[src/sv/vrf_pkg.sv]
// shared types and constants for the video register file with raster interrupt
`timescale 1ns / 1ps

package vrf_pkg;

  localparam int ADDR_BITS = 7;
  localparam int DATA_BITS = 8;
  localparam int LINE_BITS = 9;

  localparam logic [1:0] CMD_WRITE = 2'd0;
  localparam logic [1:0] CMD_READ  = 2'd1;
  localparam logic [1:0] CMD_TICK  = 2'd2;

  localparam logic [ADDR_BITS-1:0] ADR_CMP_HI     = 7'h11;
  localparam logic [ADDR_BITS-1:0] ADR_CMP_LO     = 7'h12;
  localparam logic [ADDR_BITS-1:0] ADR_CTRL2      = 7'h16;
  localparam logic [ADDR_BITS-1:0] ADR_MEMPTR     = 7'h18;
  localparam logic [ADDR_BITS-1:0] ADR_IRQ_STATUS = 7'h19;
  localparam logic [ADDR_BITS-1:0] ADR_IRQ_ENABLE = 7'h1A;
  localparam logic [ADDR_BITS-1:0] ADR_EXT_LO     = 7'h20;
  localparam logic [ADDR_BITS-1:0] ADR_KEY        = 7'h2F;
  localparam logic [ADDR_BITS-1:0] ADR_MAP        = 7'h30;
  localparam logic [ADDR_BITS-1:0] ADR_CLOCK      = 7'h31;

  localparam logic [DATA_BITS-1:0] KEY_FIRST   = 8'hA5;
  localparam logic [DATA_BITS-1:0] KEY_SECOND  = 8'h96;
  localparam logic [DATA_BITS-1:0] RD_UNMAPPED = 8'hFF;
  localparam logic [DATA_BITS-1:0] OR_CTRL2    = 8'hC0;
  localparam logic [DATA_BITS-1:0] OR_MEMPTR   = 8'h01;
  localparam logic [DATA_BITS-1:0] OR_STATUS   = 8'h70;
  localparam logic [DATA_BITS-1:0] OR_NIBBLE   = 8'hF0;
  localparam logic [DATA_BITS-1:0] MAP_MASK    = 8'hF8;
  localparam logic [DATA_BITS-1:0] IRQ_ANY     = 8'h80;
  localparam logic [LINE_BITS-1:0] LINE_WRAP   = 9'd511;
  localparam int                   CLOCK_BIT   = 6;

  typedef struct packed {
    logic [1:0]           command;
    logic [ADDR_BITS-1:0] reg_address;
    logic [DATA_BITS-1:0] write_data;
    logic [LINE_BITS-1:0] current_line;
  } item_t;

  typedef struct packed {
    logic [DATA_BITS-1:0] read_data;
    logic                 irq_active;
    logic                 memory_map_changed;
    logic                 slow_clock_select;
    logic                 extended_mode;
  } result_t;

  typedef struct packed {
    logic                 en;
    logic [ADDR_BITS-1:0] addr;
    logic [DATA_BITS-1:0] data;
  } bank_wr_t;

endpackage

[src/sv/vrf_item_if.sv]
// valid/ready channel carrying register file command beats
`timescale 1ns / 1ps

interface vrf_item_if;
  logic          valid;
  logic          ready;
  vrf_pkg::item_t data;

  modport source (output valid, output data, input ready);
  modport sink (input valid, input data, output ready);
endinterface

[src/sv/vrf_result_if.sv]
// valid/ready channel carrying register file result beats
`timescale 1ns / 1ps

interface vrf_result_if;
  logic            valid;
  logic            ready;
  vrf_pkg::result_t data;

  modport source (output valid, output data, input ready);
  modport sink (input valid, input data, output ready);
endinterface

[src/sv/video_chip_register_file_raster_irq.sv]
// top level of the video register file with raster compare interrupt
//
//   channel    dir  beats                  payload
//   request    in   write / read / tick    command, reg_address, write_data, current_line
//   response   out  one per request beat   read_data, irq_active, memory_map_changed,
//                                          slow_clock_select, extended_mode
//
// one beat per clock sustained while the response is taken; a result passes the input
// register (with the bank read), then the result register
// reset clears the mode, compare, status and the bank valid bits at once
// a stalled response holds the item in the input register and request.ready
// drops only while both stages are full and the response is not taken
`timescale 1ns / 1ps

module video_chip_register_file_raster_irq #(
  parameter int REG_COUNT = 128
) (
  input  logic              clk,
  input  logic              rst,
  vrf_item_if.sink          request,
  vrf_result_if.source      response
);

  logic                          s1_valid;
  vrf_pkg::item_t                s1_item;
  logic                          out_valid;
  vrf_pkg::result_t              out_item;
  logic                          advance;
  logic                          accept;
  logic [vrf_pkg::DATA_BITS-1:0] rd_full;
  logic [vrf_pkg::DATA_BITS-1:0] rd_low;
  vrf_pkg::bank_wr_t             wr;
  vrf_pkg::result_t              res;

  assign advance         = s1_valid && (!out_valid || response.ready);
  assign request.ready   = !s1_valid || advance;
  assign accept          = request.valid && request.ready;
  assign response.valid  = out_valid;
  assign response.data   = out_item;

  vrf_bank #(
    .REG_COUNT (REG_COUNT)
  ) u_bank (
    .clk     (clk),
    .rst     (rst),
    .wr      (wr),
    .rd_en   (accept),
    .rd_addr (request.data.reg_address),
    .rd_full (rd_full),
    .rd_low  (rd_low)
  );

  vrf_exec #(
    .REG_COUNT (REG_COUNT)
  ) u_exec (
    .clk     (clk),
    .rst     (rst),
    .commit  (advance),
    .item    (s1_item),
    .rd_full (rd_full),
    .rd_low  (rd_low),
    .wr      (wr),
    .res     (res)
  );

  always_ff @(posedge clk) begin
    if (rst) begin
      s1_valid  <= 1'b0;
      out_valid <= 1'b0;
    end else begin
      if (accept) begin
        s1_valid <= 1'b1;
      end else if (advance) begin
        s1_valid <= 1'b0;
      end
      if (advance) begin
        out_valid <= 1'b1;
      end else if (response.ready) begin
        out_valid <= 1'b0;
      end
    end
  end

  always_ff @(posedge clk) begin
    if (accept) begin
      s1_item <= request.data;
    end
    if (advance) begin
      out_item <= res;
    end
  end

  a_result_follows: assert property (@(posedge clk) disable iff (rst)
    advance |=> response.valid)
    else $error("committed beat produced no result");

  a_full_blocks: assert property (@(posedge clk) disable iff (rst)
    (s1_valid && !advance) |-> !request.ready)
    else $error("request taken while input stage is held");

  a_read_zero: assert property (@(posedge clk) disable iff (rst)
    (advance && (s1_item.command != vrf_pkg::CMD_READ)) |=> (response.data.read_data == '0))
    else $error("non-read beat returned read data");

endmodule

[src/sv/vrf_bank.sv]
// register bank memory with per-entry valid bits, two read ports and write bypass
`timescale 1ns / 1ps

module vrf_bank #(
  parameter int REG_COUNT = 128
) (
  input  logic                               clk,
  input  logic                               rst,
  input  vrf_pkg::bank_wr_t                  wr,
  input  logic                               rd_en,
  input  logic [vrf_pkg::ADDR_BITS-1:0]      rd_addr,
  output logic [vrf_pkg::DATA_BITS-1:0]      rd_full,
  output logic [vrf_pkg::DATA_BITS-1:0]      rd_low
);

  localparam int IDX_W = $clog2(REG_COUNT);

  logic [vrf_pkg::DATA_BITS-1:0] mem [REG_COUNT];
  logic [REG_COUNT-1:0]          vld;

  logic [vrf_pkg::ADDR_BITS-1:0] addr_full;
  logic [vrf_pkg::ADDR_BITS-1:0] addr_low;
  logic [IDX_W-1:0]              idx_full;
  logic [IDX_W-1:0]              idx_low;
  logic [IDX_W-1:0]              idx_wr;

  logic [vrf_pkg::DATA_BITS-1:0] q_full;
  logic [vrf_pkg::DATA_BITS-1:0] q_low;
  logic                          v_full;
  logic                          v_low;
  logic                          hit_full;
  logic                          hit_low;
  logic [vrf_pkg::DATA_BITS-1:0] byp;

  assign addr_full = rd_addr;
  assign addr_low  = {1'b0, rd_addr[vrf_pkg::ADDR_BITS-2:0]};
  assign idx_full  = addr_full[IDX_W-1:0];
  assign idx_low   = addr_low[IDX_W-1:0];
  assign idx_wr    = wr.addr[IDX_W-1:0];

  // payload storage and registered read ports
  always_ff @(posedge clk) begin
    if (wr.en) begin
      mem[idx_wr] <= wr.data;
    end
    if (rd_en) begin
      q_full   <= mem[idx_full];
      q_low    <= mem[idx_low];
      hit_full <= wr.en && (wr.addr == addr_full);
      hit_low  <= wr.en && (wr.addr == addr_low);
      byp      <= wr.data;
    end
  end

  always_ff @(posedge clk) begin
    if (rst) begin
      vld    <= '0;
      v_full <= 1'b0;
      v_low  <= 1'b0;
    end else begin
      if (wr.en) begin
        vld[idx_wr] <= 1'b1;
      end
      if (rd_en) begin
        v_full <= vld[idx_full];
        v_low  <= vld[idx_low];
      end
    end
  end

  assign rd_full = hit_full ? byp : (v_full ? q_full : '0);
  assign rd_low  = hit_low  ? byp : (v_low  ? q_low  : '0);

endmodule

[src/sv/vrf_exec.sv]
// command decode, raster compare, interrupt state and result formation
`timescale 1ns / 1ps

module vrf_exec #(
  parameter int REG_COUNT = 128
) (
  input  logic                          clk,
  input  logic                          rst,
  input  logic                          commit,
  input  vrf_pkg::item_t                item,
  input  logic [vrf_pkg::DATA_BITS-1:0] rd_full,
  input  logic [vrf_pkg::DATA_BITS-1:0] rd_low,
  output vrf_pkg::bank_wr_t             wr,
  output vrf_pkg::result_t              res
);

  localparam logic [vrf_pkg::ADDR_BITS:0] REG_LIMIT = (vrf_pkg::ADDR_BITS + 1)'(REG_COUNT);

  logic                          unlocked;
  logic [vrf_pkg::LINE_BITS-1:0] cmp;
  logic [vrf_pkg::DATA_BITS-1:0] status;
  logic                          level;
  logic [3:0]                    en;
  logic                          clk_sel;

  logic                          unlocked_next;
  logic [vrf_pkg::LINE_BITS-1:0] cmp_next;
  logic [vrf_pkg::DATA_BITS-1:0] status_next;
  logic                          level_next;
  logic [3:0]                    en_next;
  logic                          clk_sel_next;

  logic [vrf_pkg::ADDR_BITS-1:0] eff_addr;
  logic [vrf_pkg::DATA_BITS-1:0] old;
  logic                          in_range;
  logic                          blocked;
  logic                          match;
  logic                          settle;
  logic [vrf_pkg::DATA_BITS-1:0] stat_pre;
  logic [vrf_pkg::DATA_BITS-1:0] read_val;
  logic                          mm;
  vrf_pkg::bank_wr_t             wr_req;

  assign eff_addr = unlocked ? item.reg_address
                             : {1'b0, item.reg_address[vrf_pkg::ADDR_BITS-2:0]};
  assign old      = unlocked ? rd_full : rd_low;
  assign in_range = {1'b0, eff_addr} < REG_LIMIT;
  assign blocked  = (!unlocked && (eff_addr > vrf_pkg::ADR_KEY)) || !in_range;
  assign match    = (item.current_line == cmp) ||
                    ((cmp == vrf_pkg::LINE_WRAP) && (item.current_line == '0));

  // read decode with live raster position and forced-high unused bits
  always_comb begin
    unique case (eff_addr)
      vrf_pkg::ADR_CMP_HI:     read_val = {item.current_line[8], old[6:0]};
      vrf_pkg::ADR_CMP_LO:     read_val = item.current_line[7:0];
      vrf_pkg::ADR_CTRL2:      read_val = old | vrf_pkg::OR_CTRL2;
      vrf_pkg::ADR_MEMPTR:     read_val = old | vrf_pkg::OR_MEMPTR;
      vrf_pkg::ADR_IRQ_STATUS: read_val = status | vrf_pkg::OR_STATUS;
      vrf_pkg::ADR_IRQ_ENABLE: read_val = old | vrf_pkg::OR_NIBBLE;
      default: begin
        if ((eff_addr >= vrf_pkg::ADR_EXT_LO) && (eff_addr < vrf_pkg::ADR_KEY)) begin
          read_val = old | vrf_pkg::OR_NIBBLE;
        end else begin
          read_val = old;
        end
      end
    endcase
  end

  always_comb begin
    unlocked_next = unlocked;
    cmp_next      = cmp;
    status_next   = status;
    level_next    = level;
    en_next       = en;
    clk_sel_next  = clk_sel;
    settle        = 1'b0;
    stat_pre      = status;
    mm            = 1'b0;
    wr_req        = '0;

    case (item.command)
      vrf_pkg::CMD_WRITE: begin
        // unlock key sequence on the key register
        if (eff_addr == vrf_pkg::ADR_KEY) begin
          if (!unlocked && (item.write_data == vrf_pkg::KEY_SECOND) &&
              (old == vrf_pkg::KEY_FIRST)) begin
            unlocked_next = 1'b1;
          end else if (unlocked) begin
            unlocked_next = 1'b0;
          end
        end
        if (!blocked) begin
          wr_req.en   = 1'b1;
          wr_req.addr = eff_addr;
          wr_req.data = item.write_data;
          unique case (eff_addr)
            vrf_pkg::ADR_CMP_HI: cmp_next = {item.write_data[7], cmp[7:0]};
            vrf_pkg::ADR_CMP_LO: cmp_next = {cmp[8], item.write_data};
            vrf_pkg::ADR_IRQ_STATUS: begin
              // write one to clear
              stat_pre = status & ~item.write_data & {4'b0000, en};
              settle   = 1'b1;
            end
            vrf_pkg::ADR_IRQ_ENABLE: begin
              wr_req.data = {4'b0000, item.write_data[3:0]};
              en_next     = item.write_data[3:0];
            end
            vrf_pkg::ADR_MAP:   mm = |((item.write_data ^ old) & vrf_pkg::MAP_MASK);
            vrf_pkg::ADR_CLOCK: clk_sel_next = item.write_data[vrf_pkg::CLOCK_BIT];
            default: ;
          endcase
        end
      end
      vrf_pkg::CMD_TICK: begin
        stat_pre = {status[7:1], match} & {4'b0000, en};
        settle   = 1'b1;
      end
      default: ;
    endcase

    if (settle) begin
      if (stat_pre != '0) begin
        status_next = stat_pre | vrf_pkg::IRQ_ANY;
        level_next  = 1'b1;
      end else begin
        status_next = '0;
        level_next  = 1'b0;
      end
    end
  end

  always_comb begin
    wr    = wr_req;
    wr.en = wr_req.en && commit;
  end

  always_comb begin
    res.read_data          = '0;
    if (item.command == vrf_pkg::CMD_READ) begin
      res.read_data = blocked ? vrf_pkg::RD_UNMAPPED : read_val;
    end
    res.irq_active         = level_next;
    res.memory_map_changed = mm;
    res.slow_clock_select  = clk_sel_next;
    res.extended_mode      = unlocked_next;
  end

  always_ff @(posedge clk) begin
    if (rst) begin
      unlocked <= 1'b0;
      cmp      <= '0;
      status   <= '0;
      level    <= 1'b0;
      en       <= '0;
      clk_sel  <= 1'b0;
    end else if (commit) begin
      unlocked <= unlocked_next;
      cmp      <= cmp_next;
      status   <= status_next;
      level    <= level_next;
      en       <= en_next;
      clk_sel  <= clk_sel_next;
    end
  end

  a_level_tracks_status: assert property (@(posedge clk) disable iff (rst)
    level == (status != '0))
    else $error("irq line disagrees with status");

  a_unlock_by_write: assert property (@(posedge clk) disable iff (rst)
    $rose(unlocked) |-> $past(commit && (item.command == vrf_pkg::CMD_WRITE)))
    else $error("extended mode entered without a write beat");

endmodule

[src/flat_wrapper.sv]
// flat-port wrapper written by rule: the top's interface ports become plain ports
module video_chip_register_file_raster_irq_flat 
#(
  parameter int REG_COUNT = 128
)
  (clk, rst, request_valid, request_data, request_ready, response_valid, response_data, response_ready);
  vrf_item_if request_i ();
  vrf_result_if response_i ();
  input  logic clk;
  input  logic rst;
  input wire logic [$bits(request_i.valid)-1:0] request_valid;
  input wire logic [$bits(request_i.data)-1:0] request_data;
  output wire logic [$bits(request_i.ready)-1:0] request_ready;
  output wire logic [$bits(response_i.valid)-1:0] response_valid;
  output wire logic [$bits(response_i.data)-1:0] response_data;
  input wire logic [$bits(response_i.ready)-1:0] response_ready;
  assign request_i.valid = request_valid;
  assign request_i.data = request_data;
  assign request_ready = request_i.ready;
  assign response_valid = response_i.valid;
  assign response_data = response_i.data;
  assign response_i.ready = response_ready;
  video_chip_register_file_raster_irq #(.REG_COUNT(REG_COUNT)) u_core (.clk(clk), .rst(rst), .request(request_i), .response(response_i));
endmodule
[config.mk]
export PLATFORM = sky130hd
export DESIGN_NAME = video_chip_register_file_raster_irq_flat
export DESIGN_NICKNAME = d
export VERILOG_FILES = /design/src/sv/vrf_pkg.sv /design/src/sv/vrf_item_if.sv /design/src/sv/vrf_result_if.sv /design/src/sv/video_chip_register_file_raster_irq.sv /design/src/sv/vrf_bank.sv /design/src/sv/vrf_exec.sv /design/src/flat_wrapper.sv
export SDC_FILE = /design/constraint.sdc
export NUM_CORES = 1
export LEC_CHECK = 0
export ABC_AREA = 1
export BUFFER_PORTS_ARGS = -buffer_cell sky130_fd_sc_hd__buf_2
export CORE_ASPECT_RATIO = 0.5
export CORE_MARGIN = 1.5
export CORE_UTILIZATION = 40
export DETAILED_ROUTE_END_ITERATION = 6
export GPL_TIMING_DRIVEN = 0
export PLACE_DENSITY = 0.55
export SETUP_SLACK_MARGIN = 0.3
export SYNTH_ARGS = -nofsm -noshare
export SYNTH_HDL_FRONTEND = slang
export SYNTH_SLANG_ARGS = --single-unit
[constraint.sdc]
create_clock -name clk -period 8.4 [get_ports clk]
set_input_delay 1.26 -clock clk [delete_from_list [all_inputs] [get_ports clk]]
set_output_delay 1.26 -clock clk [all_outputs]
set_load 0.02 [all_outputs]
Word-level counts from Yosys, hierarchy flattened
Memory sizes are Yosys's and may differ from the RTL's. A register that Yosys moved wholly into a read port is not among the register bits.
Cells that the tools add are included.
Storage, ports and cells
  bits in registers: 204
  word-level logic and storage cells: 128
  bits in writable memories: 1024
  input bits: 30
  memories kept: 1
Operators by class
  equality and inequality tests: 17
  bitwise logic cells: 11
  $lt $le $gt $ge: 7
  reductions and logical operators: 28
  multiplexer cells: 40
Memories
  u_core.u_bank.mem: words 128, bits a word 8, rd ports 2, clocked after memory_dff 2, wr ports 1, line vrf_bank.sv:18  | logic [vrf_pkg::DATA_BITS-1:0] mem [REG_COUNT];
Operator list (number)
  $or A128 B128 Y128: 1
  $mux W8: 11
  $pmux W8 S6: 1
  $eq A7 B5 Y1 const B: 6
  $mux W16: 2
  $eq A7 B6 Y1 const B: 3
  $mux W1: 19
  $pmux W9 S2: 1
  $and A8 B4 Y8: 2
  $eq A8 B8 Y1 const B: 2
  $lt A7 B8 Y1 const B: 2
  $pmux W8 S2: 1
  $logic_and A1 B1 Y1: 11
  $reduce_and A5 Y1: 2
  $eq A9 B9 Y1: 1
  $eq A9 B9 Y1 const B: 1
  $logic_not A9 Y1: 1
  $and A8 B8 Y8: 1
  $lt A6 B8 Y1 const B: 1
  $not A8 Y8: 1
  $reduce_bool A8 Y1: 1
  $xor A8 B8 Y8: 1
  $bmux W1 S7: 1
  $demux W1 S7: 1
  20 further kinds: 29

Depth between registers and ports, before layout
  word-level depth: 10
  depth in mapped cells: 15
  mapped depth without buffers: 14

Modules after synthesis
A second synthesis with hierarchy kept.
Unflattened totals
  cells, all modules: 4813
  area total of the unflattened synthesis: 51314.2 sq um
Modules (own cells, without submodules)
  vrf_bank: sequential area each 34132.7 sq um, area each 48069.9 sq um, cells an instance 4425, times used 1
  vrf_exec: sequential area each 480.5 sq um, area each 2011.9 sq um, cells an instance 338, times used 1
  video_chip_register_file_raster_irq: sequential area each 1181.1 sq um, area each 1232.4 sq um, cells an instance 50, times used 1

Worst setup path before layout
No wires, ideal clock.
  path kind: reg-to-reg
  start point: register u_core.s1_item[21] (netlist name)
  end point: register u_core.u_bank.byp[4] (netlist name), data pin
  arrival time: 5794 ps
  stages on the path, launching flop included: 5
  setup time: 1162 ps
  data required time: 7238 ps
  slack: 1444 ps
  cell sequence: edfxtp_1 > nand3_2 > nand2_4 > buf_2 > nor3_1
RTL lines
  from (decl): line video_chip_register_file_raster_irq.sv:25  | vrf_pkg::item_t s1_item;
  from (signal assigned): line video_chip_register_file_raster_irq.sv:86  | s1_item <= request.data;
  to (signal assigned): line vrf_bank.sv:51  | byp <= wr.data;
  to (decl): line vrf_bank.sv:33  | logic [vrf_pkg::DATA_BITS-1:0] byp;

Worst setup path after layout
  start point: input response_ready
  end point: memory u_core.u_bank.mem[73][2] (netlist name), enable pin
Between the ends
  longest elaborated chain between the ends: 5
RTL lines
  from (decl): line flat_wrapper.sv:16  | input wire logic [$bits(response_i.ready)-1:0] response_ready;
  $logic_or A1 B1 Y1: line video_chip_register_file_raster_irq.sv:35  | assign advance = s1_valid && (!out_valid || response.ready);
  $logic_and A1 B1 Y1: line video_chip_register_file_raster_irq.sv:35
  via u_core.advance: line video_chip_register_file_raster_irq.sv:28  | logic advance;
  $logic_and A1 B1 Y1: line vrf_exec.sv:136  | wr.en = wr_req.en && commit;
  $mux W1: line vrf_bank.sv:43  | if (wr.en) begin
  $mux W1 (not written as such): line vrf_bank.sv:44  | mem[idx_wr] <= wr.data;
  to (decl): line vrf_bank.sv:18
The timed path passes the listed nets, and every way through them passes these cells.

==> metrics.cfg <==
[run_status]
status = finished with violations
violations = DRC, capacitance limit, slew limit

[synth]
ys_seq_area_frac = 0.7086
synth_area_leaders = edfxtp_1 (65%), nor2_1 (6.8%), nand2_1 (6.1%), dfxtp_1 (6.1%), o21ai_0 (5.4%)
syn_inst = 4559
synth_nets = 4589
synth_most_common_cell = edfxtp_1
synth-edff-count = 1088
synth-seq-cells = 1241
synthTopCellsByCount = edfxtp_1 (1088), nor2_1 (908), nand2_1 (826)
synth_top_area_share = 0.6478
yosysWarningCount = 0
synth.avg_cell_area_um2 = 11.06
synth_area_um2 = 50430
postSynth.asyncResetShare = 0
ys_types = 43
synth_top_area_cell = edfxtp_1
synth-main-ff-cell = edfxtp_1

[power]
p_seq_frac = 0.511
peakVddDrop_uv = 150.1
p_leak_nw = 21.03
p_comb_frac = 0.073
switching_share = 0.2414
clockPowerShare = 0.416
internal_power_mw = 9.965
p_per_area_nw_per_um2 = 227.5
power_switching_mw = 3.170

[timing]
slew_headroom = -0.02010
timing.clock.skew_ns = 0.04127
finalCriticalPeriod_ns = 4.369
fmax_mhz = 228.9
setup_viol = 0
period_share = 0.5201
fin_tns_setup_ns = 0
rsz0062_at_grt = no
slew_viol_final = 10
hold_viol_final = 0
final.setup.worst_slack_ns = 4.031
worst_pin_slew_ns = 1.525

[flow_run]
cap_violations = 4

[place]
place_area_um2 = 53860
dp_hpwl_mm = 134.5
io_buffers = 42
dp_slack_ns = 3.423
place_inst = 6349
globalplace.congestion = 0.9851

[cells_and_area]
fin_nets = 4823
fin_util = 0.4651
layout-drive-gt1-share = 0.1050
final_area_um2 = 57730
area_growth_pct = 14.46
finalNonFillerCells = 6570

[routing]
drt_pass1_iterations = 7
final_antenna_net_count = 0
viasPerCell = 5.801
drt_iter0_drc = 6096
routedWlPerCell_um = 28.85
vias = 38110
drc = 6
totalWireLength_mm = 189.6

[clock_network]
insertion_delay_ns = 0.77
cts_tree = yes
numCtsBuffers = 114
clockRootBuffer = clkbuf_16
clk_path_buf_depth = 3
numClockSinks = 1241
cts_resized = 0
post_cts.repair.setup_buffers = 0
postCtsHoldBufs = 0
cts_max_level = 3
path_clk_slew_ns = 0.07

[critical_path]
path_cells = buf_2 -> inv_1 -> nand2_1 -> nand2_1 -> inv_1 -> nand3_1 -> buf_2 -> nor2_1
critPathMaxFanout = 16
cp.arrival_ns = 4.71
cp-start-kind = input port
crit_slowest_cell = nor2_1
critical-path-max-stage-delay_ns = 1.16
crit_type = input port to flop
end_kind = flop
cp.required_ns = 8.74

[global_routing]
grt_max_degree = 41
grt_pass1_vias = 35250
grt.overflow.total = 0
grtUsageTotal = 0.2900
grt_pass1_wl_mm = 262.2
antenna_found_initial = 9

[floorplan]
initial_utilization = 0.4064
core_area_um2 = 124100
die_area_um2 = 128400
io_pins = 44
die_h_um = 254.1
num_rows = 91
die_width_um = 505.2

[hold_path]
hold_class = flop to flop

-- stage by stage --
step	hold WS, ns	power, mW
final	0.4683	13.14
after global routing	0.4773	13.43
after CTS	0.4673	13.13
after detailed placement	0.4527	7.774
after global placement	0.4470	7.766
after floorplan	0.4349	7.347
-- critical path, delay by kind of cell --
kind | cells | cell delay, ns
buffers and inverters | 4 | 1.20
and+or+nand+nor | 4 | 2.22
-- routing by layer --
metal | GRT usage | wire length, um | vias to the layer above
met4 | 0.1026 | 6871 | 2
met1 | 0.4140 | 79740 | 18930
met3 | 0.06648 | 21550 | 378
met2 | 0.4332 | 81380 | 2328
li1 | - | - | 16470
met5 | 0 | 13 | -
-- layout make-up --
cell class / instances / area, um^2
repair buffers: 118 / 1235
flip-flops and latches: 1241 / 35730
well taps: 1674 / 2095
plain buffers: 281 / 1325
diodes: 3 / 7.507
multi-input cells: 2896 / 12970
clock inverters: 88 / 899.6
fillers: 11430 / 66380
clock buffers: 128 / 2927
inverters: 141 / 531.8
-- worst paths after layout --
| path | end | slack (ns) | from | depth (start not counted) |
|---|---|---|---|---|
| max | u_core.u_bank.mem[73][2] | 4.03 | response_ready | 8 |
| min reg2reg | u_core.u_bank.vld[37] | 0.47 | u_core.u_bank.vld[37] | 1 |
| max reg2reg | u_core.u_bank.mem[73][2] | 4.34 | u_core.response.valid | 6 |
| min | u_core.u_bank.vld[37] | 0.47 | u_core.u_bank.vld[37] | 1 |
-- cells by family after synthesis --
logic type                count (synthesis)  synth area share
AOI/OAI and AO/OA                       895           0.09713
and+or+nand+nor                        1996            0.1566
buffers and inverters                   422           0.03682
xor gates and xnor gates                  5         0.0008683
DFF                                    1241            0.7086
-- sequential cells by signal (all words and copies together), names as in the netlist, 4 cells and up --
name,cells
u_core.s1_item,26
u_core.response.data,12
u_core.u_bank.mem,1024
u_core.u_exec.cmp,9
u_core.u_exec.status,5
u_core.u_exec.en,4
u_core.u_bank.q_low,8
u_core.u_bank.vld,128
u_core.u_bank.q_full,8
u_core.u_bank.byp,8
-- layout by cell type (no fill, tap or decap), types with 96 or more instances in the layout --
cell type	n
inv_1	96
nand2_1	826
clkbuf_16	115
o21ai_0	546
buf_2	125
edfxtp_1	1088
nor2_1	874
o22ai_1	260
nand3_1	226
clkbuf_1	139
dfxtp_1	153
-- power by group through the flow --
stage          Clock, mW  Sequential (mW)  Combinational, mW
5_1_grt             5.71             6.71               1.01
2_1_floorplan          0             6.86              0.486
6_report            5.46             6.71              0.963
3_5_place_dp           0             6.85              0.925
4_1_cts             5.49             6.71              0.928
3_3_place_gp           0             6.88              0.884
Power figures use the tool's default switching activity.
